$ cat config.mk
export PLATFORM = sky130hd
export DESIGN_NAME = kfc_ctrl
export DESIGN_NICKNAME = d
export VERILOG_FILES = /design/src/kfc_pkg.sv /design/src/kfc_ctrl.sv
export SDC_FILE = /design/constraint.sdc
export NUM_CORES = 1
export LEC_CHECK = 0
export BUFFER_PORTS_ARGS = -buffer_cell sky130_fd_sc_hd__buf_2
export CORE_AREA = 2 2 39 41
export DETAILED_ROUTE_END_ITERATION = 10
export DIE_AREA = 0 0 41 43
export GPL_TIMING_DRIVEN = 0
export HOLD_SLACK_MARGIN = 0.05
export SLEW_MARGIN = 40
export SYNTH_ARGS = -nofsm -noshare
export SYNTH_HDL_FRONTEND = slang
export SYNTH_SLANG_ARGS = --single-unit
$ cat constraint.sdc
create_clock -name clk -period 1.4 [get_ports clk]
set_clock_uncertainty 0.05 [all_clocks]
set_input_delay 0.07 -clock clk [delete_from_list [all_inputs] [get_ports clk]]
set_output_delay 0.07 -clock clk [all_outputs]
set_load 0.01 [all_outputs]
$ cat src/kfc_pkg.sv
// ----------------------------------------------------------------------------
// kfc_pkg: shared types and constants of the k-mer frequency counter
// Holds the item and result structs, the item kind codes, the register
// width, and the command and status structs between controller and datapath.
// ----------------------------------------------------------------------------
package kfc_pkg;

    // Built defaults for the top-level parameters.
    localparam int DEF_MAX_K      = 8;
    localparam int DEF_COUNT_BITS = 32;

    // Field widths fixed by the interface.
    localparam int KIND_BITS  = 2;
    localparam int BASE_BITS  = 2;
    localparam int QID_BITS   = 16;
    localparam int VALUE_BITS = 32;
    localparam int KLEN_BITS  = 4;

    localparam logic [KLEN_BITS-1:0] KLEN_RESET = 4'd8;

    // Item kind codes.
    localparam logic [KIND_BITS-1:0] KIND_BASE  = 2'd0;
    localparam logic [KIND_BITS-1:0] KIND_END   = 2'd1;
    localparam logic [KIND_BITS-1:0] KIND_QUERY = 2'd2;

    typedef struct packed {
        logic [KIND_BITS-1:0] kind;
        logic [BASE_BITS-1:0] base;
        logic [QID_BITS-1:0]  query_id;
    } item_t;

    typedef struct packed {
        logic [QID_BITS-1:0]   count_id;
        logic [VALUE_BITS-1:0] count_value;
    } result_t;

    // Controller to datapath.
    typedef struct packed {
        logic take;      // an input item transfers this cycle
        logic clear_wr;  // write zero at the clearing address
        logic rd_b;      // read the reverse-complement counter
        logic wr_a;      // write back the forward counter
        logic wr_b;      // write back the reverse-complement counter
        logic out_load;  // load the result register
    } ctrl_cmd_t;

    // Datapath to controller.
    typedef struct packed {
        logic [KIND_BITS-1:0] kind;  // kind of the offered item
        logic                 hit;   // the offered base completes a k-mer
        logic                 clear_last;
    } dp_status_t;

endpackage

$ cat src/kfc_ctrl.sv
// ----------------------------------------------------------------------------
// kfc_ctrl: sequencing state machine of the k-mer frequency counter
// Runs the clearing pass, steps each counted base through its two counter
// updates, and owns the result valid flag.
// ----------------------------------------------------------------------------
module kfc_ctrl (
    input  logic                 clk,
    input  logic                 rst_n,
    input  logic                 in_valid,
    output logic                 in_ready,
    output logic                 out_valid,
    input  logic                 out_ready,
    input  kfc_pkg::dp_status_t  sts,
    output kfc_pkg::ctrl_cmd_t   cmd
);
    import kfc_pkg::*;

    typedef enum logic [2:0] {
        ST_CLEAR,
        ST_IDLE,
        ST_UPD_A,
        ST_UPD_B,
        ST_QUERY
    } state_t;

    state_t state_reg, state_next;
    logic   out_valid_reg, out_valid_next;
    logic   take;

    assign in_ready = (state_reg == ST_IDLE) || (state_reg == ST_UPD_B);
    assign take     = in_valid && in_ready;

    always_comb
    begin
        cmd.take     = take;
        cmd.clear_wr = (state_reg == ST_CLEAR);
        cmd.rd_b     = (state_reg == ST_UPD_A);
        cmd.wr_a     = (state_reg == ST_UPD_A);
        cmd.wr_b     = (state_reg == ST_UPD_B);
        cmd.out_load = (state_reg == ST_QUERY) && (!out_valid_reg || out_ready);
    end

    always_comb
    begin
        state_next = state_reg;
        unique case (state_reg)
            ST_CLEAR:
            begin
                if (sts.clear_last)
                    state_next = ST_IDLE;
            end
            ST_IDLE, ST_UPD_B:
            begin
                state_next = ST_IDLE;
                if (take)
                begin
                    unique case (sts.kind)
                        KIND_BASE:  state_next = sts.hit ? ST_UPD_A : ST_IDLE;
                        KIND_QUERY: state_next = ST_QUERY;
                        default:    state_next = ST_IDLE;
                    endcase
                end
            end
            ST_UPD_A:
            begin
                state_next = ST_UPD_B;
            end
            ST_QUERY:
            begin
                if (cmd.out_load)
                    state_next = ST_IDLE;
            end
            default:
            begin
                state_next = ST_CLEAR;
            end
        endcase
    end

    always_comb
    begin
        if (cmd.out_load)
            out_valid_next = 1'b1;
        else if (out_ready)
            out_valid_next = 1'b0;
        else
            out_valid_next = out_valid_reg;
    end

    always_ff @(posedge clk or negedge rst_n)
    begin
        if (!rst_n)
        begin
            state_reg     <= ST_CLEAR;
            out_valid_reg <= 1'b0;
        end
        else
        begin
            state_reg     <= state_next;
            out_valid_reg <= out_valid_next;
        end
    end

    assign out_valid = out_valid_reg;

`ifndef SYNTHESIS
    a_upd_a_after_hit: assert property (@(posedge clk) disable iff (!rst_n)
        (state_reg == ST_UPD_A) |-> $past(take && sts.kind == KIND_BASE && sts.hit))
        else $error("forward update without a counted base");

    a_wr_b_after_wr_a: assert property (@(posedge clk) disable iff (!rst_n)
        cmd.wr_b |-> $past(cmd.wr_a))
        else $error("reverse-complement write without preceding forward write");

    a_result_from_query: assert property (@(posedge clk) disable iff (!rst_n)
        $rose(out_valid_reg) |-> $past(state_reg == ST_QUERY))
        else $error("result raised outside a query");

    a_clear_runs_out: assert property (@(posedge clk) disable iff (!rst_n)
        (state_reg == ST_CLEAR && !sts.clear_last) |=> (state_reg == ST_CLEAR))
        else $error("clearing pass left early");
`endif

endmodule

==> impl_metrics.xml, run 1 <==
<?xml version="1.0" encoding="UTF-8"?>
<metrics>
  <group name="critical_path">
    <metric name="reg2regPathDepth" unit="">3</metric>
    <metric name="worst_setup_path_end_kind" unit="">primary output</metric>
    <metric name="worst-setup-path-type" unit="">reg2out</metric>
    <metric name="cp.arrival" unit="ns">1.24</metric>
    <metric name="timing.critical_path.buf_inv" unit="">2</metric>
    <metric name="critical_path.startpoint" unit="">state_reg[0]</metric>
    <metric name="critPathTopFamily" unit="">flip-flops</metric>
    <metric name="worstPathCellList" unit="">and2b_4 -&gt; and2_1 -&gt; buf_4 -&gt; buf_2</metric>
    <metric name="worst-endpoint-required" unit="ns">1.28</metric>
    <metric name="worst_path_max_delay_cell" unit="">sky130_fd_sc_hd__dfrtp_2</metric>
    <metric name="r2r_slack" unit="ns">0.28</metric>
    <metric name="timing.rr.start" unit="">state_reg[0]</metric>
    <metric name="slowest_delay" unit="ns">0.43</metric>
    <metric name="setup.worst_path.start_class" unit="">register</metric>
    <metric name="destination_of_the_worst_register_to_register_timing_path" unit="">state_reg[1]</metric>
    <metric name="max_fanout_on_critical_path" unit="">5</metric>
  </group>
  <group name="pwr">
    <metric name="total_leakage_power" unit="nW">0.235</metric>
    <metric name="p_switching" unit="mW">0.206</metric>
    <metric name="p_sw_share" unit="%">32.9</metric>
    <metric name="cellInternalPower" unit="mW">0.422</metric>
    <metric name="sequential_share_of_power" unit="%">28.0</metric>
    <metric name="peakVddDrop" unit="uV">341</metric>
    <metric name="power_density" unit="nW/um^2">1410</metric>
    <metric name="combPwrFrac" unit="%">48.9</metric>
    <metric name="clock_power_share" unit="%">23.2</metric>
  </group>
  <group name="worst_hold_path">
    <metric name="min_path_cells" unit="">4</metric>
    <metric name="holdPathEnd" unit="">state_reg[2]</metric>
    <metric name="hold_path_startpoint" unit="">sts[2]</metric>
    <metric name="hold_path.class" unit="">in2reg</metric>
  </group>
  <group name="global_routing">
    <metric name="grt_pass1_vias" unit="">250</metric>
    <metric name="grtUsageTotal" unit="%">8.56</metric>
    <metric name="grt_overflow_total" unit="">0</metric>
    <metric name="grt_max_degree" unit="">6</metric>
    <metric name="antenna_violations_before_repair" unit="">0</metric>
    <metric name="grt_first_pass_wirelength" unit="um">924</metric>
  </group>
  <group name="run_status">
    <metric name="outcome" unit="">complete, no violations</metric>
  </group>
  <group name="drt">
    <metric name="detailroute.via_count" unit="">273</metric>
    <metric name="drt-initial-drc-count" unit="">2</metric>
    <metric name="drt_first_pass_iters" unit="">4</metric>
    <metric name="final_routed_wirelength_across_all_metal_layers" unit="um">602</metric>
    <metric name="avgRoutedWirePerCell" unit="um">8.99</metric>
    <metric name="antenna_left" unit="">0</metric>
    <metric name="detail_route.drc_violations" unit="">0</metric>
    <metric name="viasPerCell" unit="">4.07</metric>
  </group>
  <group name="placed_design">
    <metric name="place.gp.congestion" unit="">0.689</metric>
    <metric name="dp_hpwl" unit="um">443</metric>
    <metric name="preCtsSetupSlack" unit="ns">0.169</metric>
    <metric name="numPortBuffers" unit="">15</metric>
  </group>
  <group name="floorplan">
    <metric name="std_cell_rows" unit="">14</metric>
    <metric name="floorplan.die.height" unit="um">43</metric>
    <metric name="die_area" unit="um^2">1760</metric>
    <metric name="num_io_pins" unit="">16</metric>
    <metric name="floorplan.initialDensity" unit="%">18.4</metric>
    <metric name="floorplan.die.width" unit="um">41</metric>
    <metric name="coreArea" unit="um^2">1380</metric>
  </group>
  <group name="cts">
    <metric name="clkTransAtPathRegs" unit="ns">0.04</metric>
    <metric name="tritoncts" unit="">done</metric>
    <metric name="clockBufferDepth" unit="">2</metric>
    <metric name="clk_latency" unit="ns">0.24</metric>
    <metric name="htree_num_levels" unit="">1</metric>
    <metric name="cts_root_buf" unit="">sky130_fd_sc_hd__clkbuf_4</metric>
    <metric name="cts_sinks" unit="">4</metric>
    <metric name="cts_inserted_buffers" unit="">3</metric>
  </group>
  <group name="sta">
    <metric name="timing_max_transition_violations_final" unit="">0</metric>
    <metric name="final.hold.worst_slack" unit="ns">0.0925</metric>
    <metric name="final.period_utilization" unit="%">96.9</metric>
    <metric name="worst_slack" unit="ns">0.0437</metric>
    <metric name="worst_slew_pin_slew" unit="ns">0.234</metric>
    <metric name="fmax" unit="GHz">0.737</metric>
    <metric name="finalCriticalPeriod" unit="ns">1.36</metric>
    <metric name="finalHoldViolations" unit="">0</metric>
    <metric name="worst_slew_margin_rel" unit="%">84.3</metric>
    <metric name="final-setup-viol-count" unit="">0</metric>
  </group>
  <group name="synthesis">
    <metric name="ys_ff_latch" unit="">4</metric>
    <metric name="synth.distinct_cells" unit="">18</metric>
    <metric name="post_synth.cell_area_avg" unit="um^2">9.82</metric>
    <metric name="ys_async_sr_fraction" unit="%">100</metric>
    <metric name="ys.warnings.count" unit="">0</metric>
    <metric name="yosys_most_used_dff" unit="">sky130_fd_sc_hd__dfrtp_1</metric>
    <metric name="synth_edf_count" unit="">0</metric>
    <metric name="synthesis.instances" unit="">26</metric>
    <metric name="post_synth_instance_area" unit="um^2">255</metric>
    <metric name="synth.net_count" unit="">34</metric>
    <metric name="seq_total_area_yosys" unit="%">39.2</metric>
  </group>
  <group name="finish">
    <metric name="insertedDiodeCount" unit="">0</metric>
    <metric name="largest_register_ffs" unit="">3</metric>
    <metric name="finalNetCount" unit="">61</metric>
    <metric name="area_delta_synth_final" unit="%">74.5</metric>
    <metric name="final_layout_size_suffix_gt1_share" unit="%">64.7</metric>
  </group>
  <group name="run">
    <metric name="drv.max_cap_violation_count" unit="">0</metric>
  </group>
</metrics>
==> power groups by stage <==
stage               Clock [mW]  Combinational, mW  Sequential (mW)
finish                   0.146              0.307            0.176
CTS                      0.154              0.280            0.174
global placement             0              0.218            0.180
detailed placement           0              0.219            0.181
global route             0.156              0.333            0.182
floorplan                    0              0.147            0.174
==> worst min-delay path, delay by kind of cell <==
family | cells | cell delay (ns)
compound gates | 1 | 0.06
buf+inv | 1 | 0.08
simple gates | 2 | 0.13
==> how the worst max path moves through the flow <==
| stage | endpoint | slack [ns] | cells past startpoint |
|---|---|---|---|
| after floorplan | cmd[3] | 0.19 | 2 |
| after global placement | cmd[3] | 0.18 | 3 |
| after detailed placement | cmd[3] | 0.17 | 3 |
| after CTS | cmd[5] | 0.008 | 4 |
| after global routing | cmd[5] | -0.002 | 4 |
| final | cmd[5] | 0.04 | 4 |
==> metal layers <==
metal / track usage [%] / wire, um
met1: 7.47 / 232
met2: 11.9 / 335
met3: 4.71 / 34
met4: 10.0 / 0
met5: 0 / 0
==> stage by stage <==
stage | area (um^2) | cells | total power [mW] | TNS (ns) | util, %
detailed placement | 350 | 57 | 0.400 | 0 | 25.3
global placement | 350 | 57 | 0.398 | 0 | 25.3
global route | 445 | 67 | 0.671 | -0.00217 | 32.2
floorplan | 255 | 26 | 0.321 | 0 | -
finish | 445 | 67 | 0.628 | 0 | 32.2
CTS | 424 | 65 | 0.608 | 0 | 30.7
==> repair_timing <==
| action | 4_1_cts | 5_1_grt |
|---|---|---|
| buffers inserted | 2 | 2 |
| endpoints found under the hold margin | 6 | 0 |
| hold buffers | 3 | 0 |
| gates resized for setup | 2 | 2 |
| endpoints found under the setup margin | 3 | 2 |
==> cells by family (layout without fill, tap and decap cells) <==
family | after synthesis | in the layout | share of synthesized area (%)
compound gates | 6 | 6 | 20.1
buf+inv | 4 | 29 | 10.3
flops | 4 | 4 | 39.2
simple gates | 12 | 12 | 30.4
==> cells in the final DEF, fill, tap and decap left out, drive strengths merged <==
cell type and count:
nor2b 2, nor3b 1, dfrtp 4, buf 22
nand3 1, o22a 1, a41o 1, o31ai 1
o21ai 2, and2b 1, nor2 1, o2bb2ai 1
dlygate4sd3 3, nand2b 2, nor3 2, and2 2
inv 1, clkbuf 3
==> Yosys cell counts (2+ instances only) <==
cell type,instances,area (um^2)
sky130_fd_sc_hd__buf_4,3,22.5
sky130_fd_sc_hd__nor2b_1,2,12.5
sky130_fd_sc_hd__nor3_1,2,10.0
sky130_fd_sc_hd__dfrtp_1,4,100
sky130_fd_sc_hd__o21ai_0,2,10.0
==> area by class of cell <==
| class | count | area (um^2) |
|---|---|---|
| flip-flops and latches | 4 | 103 |
| multi-input cells | 18 | 139 |
| clock buffers | 3 | 22.5 |
| plain buffers | 3 | 22.5 |
| fillers | 147 | 938 |
| inverters | 1 | 3.75 |
| repair buffers | 22 | 135 |
| well taps | 16 | 20.0 |
No activity file was read; power rests on OpenSTA's default activity.
==> run 2, diff against run 1 <==
--- a/config.mk
+++ b/config.mk
@@ -11,6 +11,7 @@
 export DIE_AREA = 0 0 41 43
 export GPL_TIMING_DRIVEN = 0
 export HOLD_SLACK_MARGIN = 0.05
+export SETUP_SLACK_MARGIN = 0.1
 export SLEW_MARGIN = 40
 export SYNTH_ARGS = -nofsm -noshare
 export SYNTH_HDL_FRONTEND = slang
==> impl_metrics.xml, run 2 (synthesis gave the netlist of run 1 again) <==
<?xml version="1.0" encoding="UTF-8"?>
<metrics>
  <group name="run_status">
    <metric name="outcome" unit="">complete, no violations</metric>
  </group>
  <group name="sta">
    <metric name="finalHoldViolations" unit="">0</metric>
    <metric name="worst_slew_pin_slew" unit="ns">0.212</metric>
    <metric name="final.hold.worst_slack" unit="ns">0.0909</metric>
    <metric name="worst_slack" unit="ns">0.0879</metric>
    <metric name="fmax" unit="GHz">0.762</metric>
    <metric name="setup_repair_after_global_routing_missed_its_margin" unit="">yes</metric>
    <metric name="worst_slew_margin_rel" unit="%">85.7</metric>
    <metric name="final.period_utilization" unit="%">93.7</metric>
    <metric name="final-setup-viol-count" unit="">0</metric>
    <metric name="fin_setup_tns" unit="ns">0</metric>
    <metric name="timing_max_transition_violations_final" unit="">0</metric>
    <metric name="finalCriticalPeriod" unit="ns">1.31</metric>
  </group>
  <group name="drt">
    <metric name="avgRoutedWirePerCell" unit="um">9.41</metric>
    <metric name="drt-initial-drc-count" unit="">0</metric>
    <metric name="drt_first_pass_iters" unit="">1</metric>
    <metric name="antenna_left" unit="">0</metric>
    <metric name="detail_route.drc_violations" unit="">0</metric>
    <metric name="detailroute.via_count" unit="">266</metric>
    <metric name="viasPerCell" unit="">4.16</metric>
    <metric name="final_routed_wirelength_across_all_metal_layers" unit="um">602</metric>
  </group>
  <group name="global_routing">
    <metric name="grt_max_degree" unit="">6</metric>
    <metric name="grtUsageTotal" unit="%">8.56</metric>
    <metric name="grt_overflow_total" unit="">0</metric>
    <metric name="grt_first_pass_wirelength" unit="um">924</metric>
    <metric name="grt_pass1_vias" unit="">249</metric>
    <metric name="antenna_violations_before_repair" unit="">0</metric>
  </group>
  <group name="critical_path">
    <metric name="destination_of_the_worst_register_to_register_timing_path" unit="">state_reg[1]</metric>
    <metric name="worst_setup_path_end_kind" unit="">primary output</metric>
    <metric name="critPathTopFamily" unit="">flip-flops</metric>
    <metric name="r2r_slack" unit="ns">0.24</metric>
    <metric name="timing.critical_path.buf_inv" unit="">1</metric>
    <metric name="max_fanout_on_critical_path" unit="">5</metric>
    <metric name="worst_path_max_delay_cell" unit="">sky130_fd_sc_hd__dfrtp_2</metric>
    <metric name="worst-endpoint-required" unit="ns">1.28</metric>
    <metric name="cp.arrival" unit="ns">1.19</metric>
    <metric name="reg2regPathDepth" unit="">3</metric>
    <metric name="timing.rr.start" unit="">state_reg[2]</metric>
    <metric name="worstPathCellList" unit="">and2b_4 -&gt; and2_4 -&gt; buf_6</metric>
    <metric name="worst-setup-path-type" unit="">reg2out</metric>
    <metric name="slowest_delay" unit="ns">0.45</metric>
    <metric name="critical_path.startpoint" unit="">state_reg[2]</metric>
    <metric name="setup.worst_path.start_class" unit="">register</metric>
  </group>
  <group name="placed_design">
    <metric name="preCtsSetupSlack" unit="ns">0.169</metric>
    <metric name="dp_hpwl" unit="um">443</metric>
    <metric name="place_inst" unit="">57</metric>
    <metric name="numPortBuffers" unit="">15</metric>
    <metric name="dpl_cell_area" unit="um^2">350</metric>
    <metric name="place.gp.congestion" unit="">0.689</metric>
  </group>
  <group name="cts">
    <metric name="htree_num_levels" unit="">1</metric>
    <metric name="clkTransAtPathRegs" unit="ns">0.04</metric>
    <metric name="cts_root_buf" unit="">sky130_fd_sc_hd__clkbuf_4</metric>
    <metric name="clockBufferDepth" unit="">2</metric>
    <metric name="cts_inserted_buffers" unit="">3</metric>
    <metric name="cts_sinks" unit="">4</metric>
    <metric name="clk_latency" unit="ns">0.24</metric>
    <metric name="tritoncts" unit="">done</metric>
  </group>
  <group name="floorplan">
    <metric name="floorplan.die.width" unit="um">41</metric>
    <metric name="num_io_pins" unit="">16</metric>
    <metric name="floorplan.die.height" unit="um">43</metric>
    <metric name="die_area" unit="um^2">1760</metric>
    <metric name="std_cell_rows" unit="">14</metric>
    <metric name="floorplan.initialDensity" unit="%">18.4</metric>
    <metric name="coreArea" unit="um^2">1380</metric>
  </group>
  <group name="finish">
    <metric name="finalNetCount" unit="">58</metric>
    <metric name="area_delta_synth_final" unit="%">78.9</metric>
    <metric name="final_layout_size_suffix_gt1_share" unit="%">64.6</metric>
    <metric name="area.sequential" unit="um^2">103</metric>
    <metric name="finish.cell_count_without_fillers" unit="">64</metric>
    <metric name="insertedDiodeCount" unit="">0</metric>
    <metric name="mostFrequentLayoutCell" unit="">sky130_fd_sc_hd__buf_2</metric>
    <metric name="multi_input_comb_area" unit="um^2">154</metric>
    <metric name="layout_common_cells" unit="">12 x sky130_fd_sc_hd__buf_2, 4 x sky130_fd_sc_hd__buf_4, 3 x sky130_fd_sc_hd__clkbuf_4, 3 x sky130_fd_sc_hd__dlygate4sd3_1, 3 x sky130_fd_sc_hd__buf_6</metric>
    <metric name="largest_register_ffs" unit="">3</metric>
    <metric name="nFillCells" unit="">143</metric>
    <metric name="fin_area" unit="um^2">457</metric>
  </group>
  <group name="pwr">
    <metric name="cellInternalPower" unit="mW">0.420</metric>
    <metric name="power_density" unit="nW/um^2">1390</metric>
    <metric name="peakVddDrop" unit="uV">369</metric>
    <metric name="total_leakage_power" unit="nW">0.226</metric>
    <metric name="clock_power_share" unit="%">23.0</metric>
    <metric name="sequential_share_of_power" unit="%">29.6</metric>
    <metric name="combPwrFrac" unit="%">47.5</metric>
    <metric name="p_sw_share" unit="%">33.8</metric>
    <metric name="p_switching" unit="mW">0.214</metric>
  </group>
  <group name="run">
    <metric name="drv.max_cap_violation_count" unit="">0</metric>
  </group>
  <group name="worst_hold_path">
    <metric name="min_path_cells" unit="">4</metric>
    <metric name="hold_path_startpoint" unit="">sts[2]</metric>
    <metric name="holdPathEnd" unit="">state_reg[2]</metric>
    <metric name="hold_path.class" unit="">in2reg</metric>
  </group>
</metrics>
run 2: cell types whose count changed in the layout (fill, tap and decap cells not counted), sizes merged:
cell	before	now
buf	22	19
run 2: area by class of cell:
class	instances	share of cell area (%)
Buffer	2	3.29
Clock buffer	3	4.93
Inverter	1	0.822
Multi-Input combinational cell	18	33.7
Sequential cell	4	22.5
Tap cell	16	4.38
Timing Repair Buffer	20	30.4
run 2: worst register-to-register path, stage by stage (launching register included):
cell	delay, ns
sky130_fd_sc_hd__dfrtp_2	0.43
sky130_fd_sc_hd__and2b_4	0.22
sky130_fd_sc_hd__buf_4	0.14
sky130_fd_sc_hd__a41o_1	0.21
run 2: power by group through the flow:
stage / clock network (mW) / registers [mW] / logic (mW)
finish: 0.146 / 0.187 / 0.301
global route: 0.156 / 0.195 / 0.325
CTS: 0.154 / 0.177 / 0.292
detailed placement: 0 / 0.181 / 0.219
global placement: 0 / 0.180 / 0.218
floorplan: 0 / 0.174 / 0.147
run 2: per-stage QoR:
stage	power, mW	util, %
floorplan	0.321	-
global placement	0.398	25.3
detailed placement	0.400	25.3
CTS	0.623	31.6
global route	0.676	33.0
finish	0.634	33.0
run 2: worst max path at each step:
stage / endpoint / slack [ns] / depth (start not counted)
2_1_floorplan: cmd[3] / 0.19 / 2
3_3_place_gp: cmd[3] / 0.18 / 3
3_5_place_dp: cmd[3] / 0.17 / 3
4_1_cts: cmd[0] / 0.06 / 4
5_1_grt: cmd[0] / 0.05 / 4
6_report: cmd[1] / 0.09 / 3
run 2: routing by layer:
layer,GRT usage (%),wire length [um],vias to the layer above
met5,0,0,-
met2,11.9,334,6
met3,4.71,31,0
met1,7.47,237,126
met4,10.0,0,0
li1,-,-,134
run 2: timing repair:
action                                  CTS  global route
gates cloned                              0             0
setup buffers                             2             0
hold endpoints to repair                  6             0
hold buffers                              3             0
pin swaps                                 1             1
endpoints found under the setup margin    5             4
gates resized for setup                   6             5
